<file path="src/nfa_pkg.sv">
// Package with the shared types and constants of the NFA line matcher.
`timescale 1ns / 1ps
`default_nettype none
package nfa_pkg;

   localparam logic [1:0] MODE_ENTRY = 2'd0;
   localparam logic [1:0] MODE_CLASS = 2'd1;
   localparam logic [1:0] MODE_DATA  = 2'd2;
   localparam logic [1:0] MODE_EMPTY = 2'd3;

   localparam logic [2:0] KIND_CONSUME = 3'd0;
   localparam logic [2:0] KIND_SPLIT   = 3'd1;
   localparam logic [2:0] KIND_MATCH   = 3'd2;
   localparam logic [2:0] KIND_BOL     = 3'd3;
   localparam logic [2:0] KIND_EOL     = 3'd4;

   localparam logic [1:0] TEST_LITERAL = 2'd0;
   localparam logic [1:0] TEST_ANY     = 2'd1;
   localparam logic [1:0] TEST_CLASS   = 2'd2;

   localparam logic CSR_START_STATE = 1'b0;
   localparam logic CSR_CASE_FOLD   = 1'b1;

   localparam logic [7:0] CHAR_NEWLINE = 8'h0A;
   localparam logic [7:0] CHAR_UPPER_A = 8'h41;
   localparam logic [7:0] CHAR_UPPER_Z = 8'h5A;
   localparam logic [7:0] CHAR_LOWER_A = 8'h61;

   typedef struct packed {
      logic [2:0] kind;
      logic [1:0] test;
      logic [7:0] lit;
      logic       neg;
      logic [3:0] cls;
      logic [8:0] succ1;
      logic [8:0] succ2;
   } entry_type;

   typedef struct packed {
      logic accept;
      logic line_init;
      logic line_clear;
      logic setup_held;
      logic setup_cur;
      logic hold_cur;
      logic idx_inc;
      logic state_rd;
      logic class_rd;
      logic step_apply;
      logic close_apply;
      logic copy_next;
      logic close_restart;
      logic emit;
   } cmd_type;

   typedef struct packed {
      logic active_bit;
      logic idx_last;
      logic changed;
      logic line_started;
      logic held_valid;
      logic cur_empty;
      logic cur_last;
      logic out_busy;
   } status_type;

endpackage
`default_nettype wire

</file>
<file path="src/nfa_ctrl.sv">
// Controller state machine that sequences line start, byte steps and closure sweeps.
`timescale 1ns / 1ps
`default_nettype none
module nfa_ctrl (
   input  wire logic               clock,
   input  wire logic               reset,
   input  wire logic               req_valid,
   input  wire logic [1:0]         req_mode,
   input  wire nfa_pkg::status_type sts,
   output nfa_pkg::cmd_type        cmd,
   output logic                    req_ready
);
   typedef enum logic [9:0] {
      S_IDLE       = 10'b0000000001,
      S_NEXT       = 10'b0000000010,
      S_STEP_SCAN  = 10'b0000000100,
      S_STEP_ENT   = 10'b0000001000,
      S_STEP_EVAL  = 10'b0000010000,
      S_STEP_COPY  = 10'b0000100000,
      S_CLOSE_SCAN = 10'b0001000000,
      S_CLOSE_ENT  = 10'b0010000000,
      S_CLOSE_END  = 10'b0100000000,
      S_EMIT       = 10'b1000000000
   } state_type;

   typedef enum logic [3:0] {
      STG_ENTRY = 4'b0001,
      STG_BEGIN = 4'b0010,
      STG_HELD  = 4'b0100,
      STG_LAST  = 4'b1000
   } stage_type;

   state_type state_ff, state_in;
   stage_type stage_ff, stage_in;

   assign req_ready = (state_ff == S_IDLE);

   always_comb begin
      cmd      = '0;
      state_in = state_ff;
      stage_in = stage_ff;
      unique case (state_ff)
         S_IDLE: begin
            cmd.accept = 1'b1;
            if (req_valid && (req_mode == nfa_pkg::MODE_DATA ||
                              req_mode == nfa_pkg::MODE_EMPTY)) begin
               state_in = S_NEXT;
               stage_in = STG_ENTRY;
            end
         end
         S_NEXT: begin
            if ((stage_ff == STG_ENTRY) && (sts.cur_empty || !sts.line_started)) begin
               cmd.line_init = 1'b1;
               stage_in      = STG_BEGIN;
               state_in      = S_CLOSE_SCAN;
            end else if (stage_ff == STG_LAST ||
                         (stage_ff == STG_BEGIN && sts.cur_empty)) begin
               state_in = S_EMIT;
            end else if (stage_ff != STG_HELD && sts.held_valid) begin
               cmd.setup_held = 1'b1;
               stage_in       = STG_HELD;
               state_in       = S_STEP_SCAN;
            end else begin
               cmd.hold_cur = 1'b1;
               if (sts.cur_last) begin
                  cmd.setup_cur = 1'b1;
                  stage_in      = STG_LAST;
                  state_in      = S_STEP_SCAN;
               end else begin
                  state_in = S_IDLE;
               end
            end
         end
         S_STEP_SCAN: begin
            if (sts.active_bit) begin
               cmd.state_rd = 1'b1;
               state_in     = S_STEP_ENT;
            end else if (sts.idx_last) begin
               state_in = S_STEP_COPY;
            end else begin
               cmd.idx_inc = 1'b1;
            end
         end
         S_STEP_ENT: begin
            cmd.class_rd = 1'b1;
            state_in     = S_STEP_EVAL;
         end
         S_STEP_EVAL: begin
            cmd.step_apply = 1'b1;
            if (sts.idx_last) begin
               state_in = S_STEP_COPY;
            end else begin
               cmd.idx_inc = 1'b1;
               state_in    = S_STEP_SCAN;
            end
         end
         S_STEP_COPY: begin
            cmd.copy_next = 1'b1;
            state_in      = S_CLOSE_SCAN;
         end
         S_CLOSE_SCAN: begin
            if (sts.active_bit) begin
               cmd.state_rd = 1'b1;
               state_in     = S_CLOSE_ENT;
            end else if (sts.idx_last) begin
               state_in = S_CLOSE_END;
            end else begin
               cmd.idx_inc = 1'b1;
            end
         end
         S_CLOSE_ENT: begin
            cmd.close_apply = 1'b1;
            if (sts.idx_last) begin
               state_in = S_CLOSE_END;
            end else begin
               cmd.idx_inc = 1'b1;
               state_in    = S_CLOSE_SCAN;
            end
         end
         S_CLOSE_END: begin
            if (sts.changed) begin
               cmd.close_restart = 1'b1;
               state_in          = S_CLOSE_SCAN;
            end else begin
               state_in = S_NEXT;
            end
         end
         S_EMIT: begin
            if (!sts.out_busy) begin
               cmd.emit       = 1'b1;
               cmd.line_clear = 1'b1;
               state_in       = S_IDLE;
            end
         end
         default: begin
            state_in = S_IDLE;
         end
      endcase
   end

   always_ff @(posedge clock) begin
      if (reset) begin
         state_ff <= S_IDLE;
         stage_ff <= STG_ENTRY;
      end else begin
         state_ff <= state_in;
         stage_ff <= stage_in;
      end
   end
endmodule
`default_nettype wire

</file>
<file path="config.mk">
export PLATFORM = sky130hd
export DESIGN_NAME = nfa_ctrl
export DESIGN_NICKNAME = d
export VERILOG_FILES = /design/src/nfa_pkg.sv /design/src/nfa_ctrl.sv
export SDC_FILE = /design/constraint.sdc
export NUM_CORES = 1
export LEC_CHECK = 0
export ABC_AREA = 1
export BUFFER_PORTS_ARGS = -buffer_cell sky130_fd_sc_hd__buf_4
export CAP_MARGIN = 30
export CORE_MARGIN = 3
export CORE_UTILIZATION = 45
export CTS_CLUSTER_DIAMETER = 50
export CTS_CLUSTER_SIZE = 25
export DETAILED_ROUTE_END_ITERATION = 12
export PLACE_DENSITY = 0.72
export SLEW_MARGIN = 30
export SYNTH_ARGS = -nofsm -noshare
export SYNTH_HDL_FRONTEND = slang
export SYNTH_SLANG_ARGS = --single-unit
</file>
<file path="constraint.sdc">
create_clock -name clock -period 1.4 [get_ports clock]
set_clock_uncertainty 0.1 [all_clocks]
set_input_delay 0.14 -clock clock [delete_from_list [all_inputs] [get_ports clock]]
set_output_delay 0.14 -clock clock [all_outputs]
set_load 0.01 [all_outputs]
</file>
==> results.cfg, run 1 <==
[synth]
synth-compound-area-share_pct = 5.45
ys_seq_elements = 14
syn_inst = 199
syn_area_sq_um = 1150
seq_area_frac_synth_pct = 24.4
syn_nets = 212
synth_cell_types = 23
synth-xor-area-share_pct = 0
ys_warn_count = 0
synth_top_family_by_area = simple AND/OR/NAND/NOR gates
synth_simple_gate_area_share_pct = 54.5
synthAdderAreaFrac_pct = 0
synthMuxAreaShare_pct = 0
syn_area_per_cell_sq_um = 5.77

[sta]
grt_worst_setup_endpoint = cmd[10]
worst_endpoint_kind = output port

[placement]
gp_congestion = 0.912
dp.cells = 268
dpl.hpwl_um = 2660
numPortBuffers = 26

[grt]
grt_max_degree = 10
antenna_found_initial = 0

[clock_network]
htreeDepth = 1
clock-sinks = 14
root_buffer = clkbuf_4
numCtsBuffers = 3
cts.path.max_buffers = 2

[outcome]
stop_stage = global routing
toolErrorMsg = [ERROR DPL-0033] detailed placement checks failed during check placement.
status = stopped before the end

[die]
start_util_pct = 49.5
rows = 17
dieHeight_um = 56.5
pin_count = 28
die_w_um = 56.5
[stage by stage]
stage	setup TNS (ps)	utilization, %	setup WS [ps]	area, sq um	hold WS, ps
CTS	-5290	79.2	-345	1840	24.2
detailed placement	-823	64.5	-112	1500	287
global placement	-398	64.5	-58.6	1500	274
floorplan	0	-	23.8	1150	102
[cell usage after synthesis, drive strengths merged]
master	number	area share (%)
a21oi	2	1.2
buf	3	2.0
clkinv	1	0.44
dfxtp	14	24
inv	40	13
nand2	59	21
nand3	18	9.6
nand3b	1	0.65
nand4	4	2.2
nor2	43	18
nor3	6	3.5
o211ai	1	1.1
o21ai	6	2.6
o22ai	1	0.55
[kinds of logic after synthesis]
group | after synthesis
flops | 14
simple gates | 131
buf+inv | 44
compound gates | 10
[timing repair]
action / 4_1_cts
hold buffers: 1
setup endpoints to repair: 27
hold endpoints to repair: 4
buffers inserted: 18
pin swaps: 17
gates resized for setup: 48
==> run 2, diff against run 1 <==
--- a/config.mk
+++ b/config.mk
@@ -9,11 +9,9 @@
 export BUFFER_PORTS_ARGS = -buffer_cell sky130_fd_sc_hd__buf_4
 export CAP_MARGIN = 30
 export CORE_MARGIN = 3
-export CORE_UTILIZATION = 45
-export CTS_CLUSTER_DIAMETER = 50
-export CTS_CLUSTER_SIZE = 25
+export CORE_UTILIZATION = 30
 export DETAILED_ROUTE_END_ITERATION = 12
-export PLACE_DENSITY = 0.72
+export PLACE_DENSITY_LB_ADDON = 0.15
 export SLEW_MARGIN = 30
 export SYNTH_ARGS = -nofsm -noshare
 export SYNTH_HDL_FRONTEND = slang
==> constraint.sdc (replaced) <==
create_clock -name clock -period 1.8 [get_ports clock]
set_clock_uncertainty 0.1 [all_clocks]
set_input_delay 0.18 -clock clock [delete_from_list [all_inputs] [get_ports clock]]
set_output_delay 0.18 -clock clock [all_outputs]
set_load 0.01 [all_outputs]
==> run 2 against run 1 <==
  * The run now ends clean
  * Synthesized area unchanged
  * Synthesized cell count unchanged
==> results.cfg, run 2 <==
[outcome]
status = finished clean

[pwr]
ir_worst_vdd_mv = 0.485
cellPowerDensity_nw_per_um2 = 1130
switching_share_pct = 46.6
total_power_uw = 1820
p_leak_uw = 0.000889
seqPwrFrac_pct = 24.2
p_int_uw = 974
pwr-share-clk_pct = 17.4
net-switching-power_uw = 849
comb_power_share_pct = 58.4

[synth]
synth_top_area_cell = dfxtp_1
syn_inst = 199
synth_cell_types = 23
ys_warn_count = 0
syn_area_sq_um = 1150
ys_seq_elements = 14
synth.area.top_cells = dfxtp_1 (24%), nand2_1 (17%), inv_1 (12%)
synthFlopType = dfxtp_1
seq_area_frac_synth_pct = 24.4
synth_top_area_share_pct = 24.4
async_flop_share_pct = 0
syn_area_per_cell_sq_um = 5.77
yosysMostFrequentCell = nand2_1
syn_nets = 212
synth-edff-count = 0
netlist_top_cells_count = nand2_1 (53), inv_1 (36), nor2_1 (33), dfxtp_1 (14), nand3_1 (14)

[clock_network]
clkTransAtPathRegs_ps = 60
clock-sinks = 14
clk_latency_ps = 250
root_buffer = clkbuf_8
tritoncts = yes
cts.path.max_buffers = 2
htreeDepth = 1
numCtsBuffers = 3

[setup_path]
path_buf_inv = 2
start_kind = register
required_ps = 1520
worstPathCellList = nor2_4, nand2_4, buf_4, nor2_1, nand2_1, nor2_1, buf_4
arrival_ps = 1460
worstSetupPathType = reg2out
crit_family = simple AND/OR/NAND/NOR gates
cpMaxStageDelayCell = dfxtp_4
worstSetupEndpointType = output port
cp_slowest_stage_delay_ps = 360
crit_fanout = 5

[sta]
clock.fmax_mhz = 576
rsz0062_at_grt = true
period_share_pct = 96.4
timing.final.ws_setup_ps = 64.5
drv_slew = 0
max_slew.worst_pin.slew_ps = 305
finalHoldViolCount = 0
min_period_ps = 1740
relSlewSlack_pct = 79.5
setup_violations = 0

[route]
wirelength_um = 3190
vias = 1254
drc = 0
ant_nets = 0
routedWlPerCell_um = 11.2
drt-vias-per-instance = 4.38
drt_iter0_markers = 100
drt_pass1_iterations = 4

[run]
maxCapViolations = 0

[grt]
grt_use_total_pct = 15.5
grt_pass1_vias = 1201
grt_max_degree = 10
grt_pass1_wl_um = 5380
antenna_found_initial = 0
grt_overflow_total = 0

[final_layout]
fill_cells = 402
final_common_cell = nand2_1
reg_top3 = state_ff (10), stage_ff (4)
largest_reg_flops = 10
regMostFlops = state_ff
multi_input_area_sq_um = 752
seq_area_sq_um = 292
nNetsFinal = 254
syn_to_final_growth_pct = 40.7
antenna_cells = 0
mostFrequentLayoutCells = nand2_1 (48), buf_4 (40), inv_1 (33)
drive_gt1_share_pct = 37.9

[die]
die_w_um = 67.9
start_util_pct = 32.6
dieHeight_um = 67.9
core-area_sq_um = 3520
rows = 21
dieArea_sq_um = 4610
pin_count = 28

[placement]
gp_congestion = 0.858
pre_cts_ws_ps = 153
numPortBuffers = 26
dpl.hpwl_um = 2510

[min_path]
hold_class = in2reg
-- run 2: cell counts after synthesis --
No cell type changed its count.
-- run 2: stage by stage --
stage          area (sq um)  hold slack, ps  instances  util [%]  TNS, ps
6_report               1620            39.6        286      45.9        0
5_1_grt                1620            39.5        286      45.9    -66.8
4_1_cts                1530            41.6        282      43.4        0
3_5_place_dp           1390             313        269      39.4        0
3_3_place_gp           1390             310        269      39.4        0
2_1_floorplan          1150             142        199         -        0
-- run 2: kinds of logic after synthesis --
kind of cell	count (synthesis)	share of synthesized area, %
simple gates	131	54.5
buf+inv	44	15.7
flops	14	24.4
compound gates	10	5.45
-- run 2: final timing paths --
kind	startpoint	to	slack (ps)	cells past startpoint
max	state_ff[6]$_SDFFE_PP0P_	cmd[0]	60	7
min	reset	stage_ff[1]$_SDFFE_PP0P_	40	2
max reg2reg	state_ff[6]$_SDFFE_PP0P_	stage_ff[2]$_SDFFE_PP0P_	160	10
min reg2reg	stage_ff[0]$_SDFFE_PP1P_	stage_ff[0]$_SDFFE_PP1P_	410	2
-- run 2: area by class of cell --
| type | count | share of cell area (%) |
|---|---|---|
| Multi-Input combinational cell | 141 | 46.5 |
| Clock buffer | 4 | 3.41 |
| Tap cell | 46 | 3.56 |
| Inverter | 41 | 9.91 |
| Sequential cell | 14 | 18.0 |
| Timing Repair Buffer | 40 | 18.6 |
-- run 2: worst reg2reg max path, delay by kind of cell, from the launching register on --
family / cells / cell delay, ps
buffers and inverters: 3 / 270
flip-flops: 1 / 360
AND/OR/NAND/NOR: 7 / 810
-- run 2: layer usage --
metal,routed length [um],track usage (%),up-vias
met4,35,4.96,0
li1,-,-,680
met1,1600,21.4,530
met3,212,3.94,5
met2,1350,23.7,39
met5,0,0,-
-- run 2: power by group through the flow --
stage	registers, uW	clock network, uW	logic [uW]
after global routing	451	336	1200
after floorplan	417	0	705
after CTS	425	324	999
after global placement	427	0	921
after detailed placement	429	0	918
final	442	317	1060
-- run 2: what timing repair did --
action / in CTS / in global routing
gates resized for setup: 5 / 22
pin swaps: 5 / 11
buffers inserted: 9 / 4
endpoints found under the setup margin: 2 / 9
endpoints found under the hold margin: 0 / 0
hold buffers: 0 / 0
(Power assumes the default switching activity.)
==> run 3, diff against run 2 <==
--- a/config.mk
+++ b/config.mk
@@ -11,7 +11,7 @@
 export CORE_MARGIN = 3
 export CORE_UTILIZATION = 30
 export DETAILED_ROUTE_END_ITERATION = 12
-export PLACE_DENSITY_LB_ADDON = 0.15
+export PLACE_DENSITY = 0.52
 export SLEW_MARGIN = 30
 export SYNTH_ARGS = -nofsm -noshare
 export SYNTH_HDL_FRONTEND = slang
==> run 3 against run 2 <==
  * Sequential cell count is the same
  * Register-to-register slack lost 70 ps
  * Critical path depth grew 1
  * Wire length grew 4.1%
  * Via count grew 3.6%
  * Utilization grew 0.96 points
  * Critical path type unchanged
==> results.cfg, run 3 (synthesized netlist as in run 2, its figures left out) <==
[die]
pin_count = 28
dieHeight_um = 67.9
die_w_um = 67.9
core-area_sq_um = 3520
rows = 21
dieArea_sq_um = 4610
start_util_pct = 32.6

[sta]
period_share_pct = 97.3
drv_slew = 0
setup_violations = 0
clock.fmax_mhz = 571
max_slew.worst_pin.slew_ps = 225
finalHoldViolCount = 0
min_period_ps = 1750
rsz0062_at_grt = true
relSlewSlack_pct = 84.9

[grt]
grt_pass1_wl_um = 5060
antenna_found_initial = 0
grt_pass1_vias = 1091
grt_use_total_pct = 14.7
grt_overflow_total = 0
grt_max_degree = 10

[run]
maxCapViolations = 0

[placement]
gp_congestion = 0.835
dpl.hpwl_um = 2510
numPortBuffers = 26

[clock_network]
numCtsBuffers = 3
tritoncts = yes
htreeDepth = 1
ctsHoldBuffers = 0
root_buffer = clkbuf_8
clock-sinks = 14
clk_latency_ps = 250
cts.path.max_buffers = 2
clkTransAtPathRegs_ps = 70

[final_layout]
seq_area_sq_um = 290
syn_to_final_growth_pct = 43.7
final_common_cell = nand2_1
multi_input_area_sq_um = 768
regMostFlops = state_ff
largest_reg_flops = 10
finalCoreUtilization_pct = 46.9
fill_cells = 388
antenna_cells = 0
reg_top3 = state_ff (10), stage_ff (4)
mostFrequentLayoutCells = nand2_1 (50), buf_4 (41), inv_1 (34)
nNetsFinal = 256
drive_gt1_share_pct = 38.4

[route]
drc = 0
vias = 1299
routedWlPerCell_um = 11.5
ant_nets = 0
drt_pass1_iterations = 4
drt-vias-per-instance = 4.51
drt_iter0_markers = 55
wirelength_um = 3320

[setup_path]
start_kind = register
worstPathCellList = nor2_4, nand2_4, nor2_4, nand3_4, nor2_4, inv_1, nor3_2, buf_4
worstSetupEndpointType = output port
cp_common_cell = nor2_4
required_ps = 1520
crit_fanout = 3
worstRegToRegCells = 14
arrival_ps = 1470
worstSetupPathType = reg2out
cpMaxStageDelayCell = dfxtp_2
cp_slowest_stage_delay_ps = 340

[min_path]
hold_class = in2reg
holdPathStages = 2

[pwr]
ir_worst_vdd_mv = 0.322
total_power_uw = 1840
cellPowerDensity_nw_per_um2 = 1120
p_leak_uw = 0.000916

[outcome]
status = finished clean
run 3: layout make-up:
type / instances / area share (%)
inverters: 41 / 9.70
flip-flops and latches: 14 / 17.6
well taps: 46 / 3.49
clock buffers: 4 / 3.34
multi-input cells: 141 / 46.6
repair buffers: 42 / 19.3
run 3: power breakdown:
part | leakage (uW) | internal, uW | total, uW | switching, uW
sequential | 0.000117 | 369 | 437 | 67.7
combinational | 0.000770 | 424 | 1090 | 667
clock | 0.0000288 | 194 | 316 | 122
total | 0.000916 | 987 | 1840 | 857
run 3: repair_timing:
action,4_1_cts,5_1_grt
setup endpoints to repair,2,13
gates cloned,0,0
buffers inserted,8,7
pin swaps,5,8
gates resized for setup,4,25
run 3: path summary, 6_finish.rpt:
| kind | endpoint | slack (ps) | start |
|---|---|---|---|
| worst max-delay path | cmd[9] | 50 | state_ff[7]$_SDFFE_PP0P_ |
| worst min-delay path | stage_ff[1]$_SDFFE_PP0P_ | 50 | reset |
| worst max register to register | state_ff[0]$_SDFFE_PP1P_ | 90 | stage_ff[3]$_SDFFE_PP0P_ |
| worst min register to register | stage_ff[0]$_SDFFE_PP1P_ | 380 | stage_ff[0]$_SDFFE_PP1P_ |
run 3: metal layers:
metal,global-route usage [%],up-vias,wire length [um]
met5,0,-,0
met4,3.72,0,19
met3,2.63,2,179
met2,20.9,35,1470
met1,22.4,572,1650
li1,-,690,-
run 3: worst max-delay path, delay by kind of cell (launching register included):
kind                   cells  cell delay [ps]
buffers and inverters      2              200
and+or+nand+nor            6              670
DFF                        1              340
run 3: stage by stage:
step | cell area [sq um] | instances | setup WS, ps | hold WS (ps) | TNS, ps
6_report | 1650 | 288 | 48.3 | 46.6 | 0
5_1_grt | 1650 | 288 | -29.0 | 55.3 | -107
4_1_cts | 1510 | 281 | 5.60 | 53.5 | 0
3_5_place_dp | 1390 | 269 | 176 | 323 | 0
3_3_place_gp | 1390 | 269 | 169 | 315 | 0
2_1_floorplan | 1150 | 199 | 307 | 142 | 0
==> run 4, diff against run 3 <==
--- a/config.mk
+++ b/config.mk
@@ -7,7 +7,6 @@
 export LEC_CHECK = 0
 export ABC_AREA = 1
 export BUFFER_PORTS_ARGS = -buffer_cell sky130_fd_sc_hd__buf_4
-export CAP_MARGIN = 30
 export CORE_MARGIN = 3
 export CORE_UTILIZATION = 30
 export DETAILED_ROUTE_END_ITERATION = 12
==> constraint.sdc (replaced) <==
create_clock -name clock -period 1.8 [get_ports clock]
set_clock_uncertainty 0.1 [all_clocks]
set_input_delay 0.45 -clock clock [delete_from_list [all_inputs] [get_ports clock]]
set_output_delay 0.45 -clock clock [all_outputs]
set_load 0.01 [all_outputs]
==> run 4 against run 3 <==
  * The flow now finishes with violations (setup timing)
  * Critical path depth down 1
  * Worst hold slack better by 280 ps
  * Cell count up 7.3%
  * Count of clock-buffer cells in the layout unchanged
  * Non-clock buffer count up 21
  * Via count up 6.5%
  * First-iteration DRC count down 22%
  * Clock power down 3%
==> results.cfg, run 4 (synthesized netlist as in run 2, its figures left out) <==
[grt]
antenna_found_initial = 0
grt_use_total_pct = 16.4
grt_pass1_vias = 1294
grt_overflow_total = 0
grt_pass1_wl_um = 5580
grt_max_degree = 10

[die]
dieArea_sq_um = 4610
die_w_um = 67.9
dieHeight_um = 67.9
core-area_sq_um = 3520
start_util_pct = 32.6
pin_count = 28
rows = 21

[setup_path]
worstRegToRegCells = 12
start_kind = register
worstSetupPathType = reg2out
arrival_ps = 1460
worst_r2r_endpoint = stage_ff[2]$_SDFFE_PP0P_
crit_fanout = 3
rrSetupSlack_ps = 110
r2r_start = state_ff[7]$_SDFFE_PP0P_
required_ps = 1250
worstSetupEndpointType = output port

[clock_network]
ctsHoldBuffers = 0
clock-sinks = 14
cts.path.max_buffers = 2
clk_latency_ps = 240
clkTransAtPathRegs_ps = 60
root_buffer = clkbuf_8
htreeDepth = 1
tritoncts = yes
numCtsBuffers = 3

[sta]
rsz0062_at_grt = true
period_share_pct = 112
timing.final.ws_setup_ps = -211
max_slew.worst_pin.slew_ps = 247
drv_slew = 0
clock.fmax_mhz = 497
min_period_ps = 2010
relSlewSlack_pct = 83.5
finalHoldViolCount = 0
setup_violations = 15

[min_path]
hold_path.startpoint = reset
holdPathStages = 2
min_to = stage_ff[1]$_SDFFE_PP0P_
hold_class = in2reg

[outcome]
status = finished with violations
violations = setup timing

[pwr]
ir_worst_vdd_mv = 0.365
p_leak_uw = 0.00101
cellPowerDensity_nw_per_um2 = 1070
total_power_uw = 2000

[route]
vias = 1383
routedWlPerCell_um = 11.0
ant_nets = 0
wirelength_um = 3390
drc = 0
drt_pass1_iterations = 4
drt_iter0_markers = 43
drt-vias-per-instance = 4.48

[final_layout]
fin_cells = 309
drive_gt1_share_pct = 49.4
antenna_cells = 0
multi_input_area_sq_um = 792
finalCoreUtilization_pct = 53.1
nNetsFinal = 277
largest_reg_flops = 10
reg_top3 = state_ff (10), stage_ff (4)
mostFrequentLayoutCells = buf_4 (54), nand2_1 (45), inv_1 (29)
syn_to_final_growth_pct = 62.6
fill_cells = 362
seq_area_sq_um = 293
regMostFlops = state_ff
final_common_cell = buf_4

[run]
maxCapViolations = 0

[placement]
dpl.hpwl_um = 2620
numPortBuffers = 26
gp_congestion = 0.913
dp.cells = 288
## run 4: cell count changes in the layout (fill, tap and decap cells not counted), moves of 3 or more
cell,change
buf_4,+13
buf_6,+8
inv_1,-5
nand2_1,-5
inv_2,+4
nor2_1,-4
nand2_2,+3
nor2_2,+3
## run 4: area by class of cell
class,instances,area share (%)
clock buffers,4,2.95
inverters,41,8.77
multi-input cells,141,42.4
flip-flops and latches,14,15.7
well taps,46,3.08
repair buffers,63,27.1
## run 4: critical path, stage by stage (launching register included)
cell and delay, ps:
dfxtp_2 340, nor2_4 160, nand2_4 90, nor2_4 100, nand3_2 110, buf_4 160, nor3_2 120, buf_4 140
## run 4: where the power goes
| group | switching, uW | internal, uW |
|---|---|---|
| sequential | 60.6 | 372 |
| clock | 114 | 194 |
| combinational | 711 | 544 |
| total | 886 | 1110 |
## run 4: worst max-delay path by stage
stage	slack, ps	startpoint	cells after the start	end
finish	-210	state_ff[7]$_SDFFE_PP0P_	7	cmd[10]
global route	-310	state_ff[7]$_SDFFE_PP0P_	8	cmd[9]
CTS	-220	state_ff[6]$_SDFFE_PP0P_	8	cmd[9]
detailed placement	-80	sts[2]	8	cmd[10]
global placement	-70	sts[2]	9	cmd[9]
floorplan	40	state_ff[6]$_SDFFE_PP0P_	7	cmd[9]
## run 4: what timing repair did
| item | CTS | global route |
|---|---|---|
| resized for setup | 38 | 18 |
| endpoints found under the setup margin | 15 | 17 |
| buffers inserted | 13 | 5 |
| pin swaps | 10 | 17 |
## run 4: per-layer routing
layer	track usage, %	share of wire, %	vias to the layer above
met4	8.19	2.7	0
met3	2.30	4.3	11
met5	0	0	-
li1	-	-	736
met1	23.1	49	601
met2	24.3	44	35
## run 4: per-stage QoR
stage	area (sq um)	worst slack, ps	hold WS (ps)	TNS, ps
6_report	1870	-211	323	-2080
5_1_grt	1870	-308	319	-3370
4_1_cts	1800	-222	318	-1970
3_5_place_dp	1530	-79.0	391	-167
3_3_place_gp	1530	-72.8	388	-139
2_1_floorplan	1150	37.0	367	0
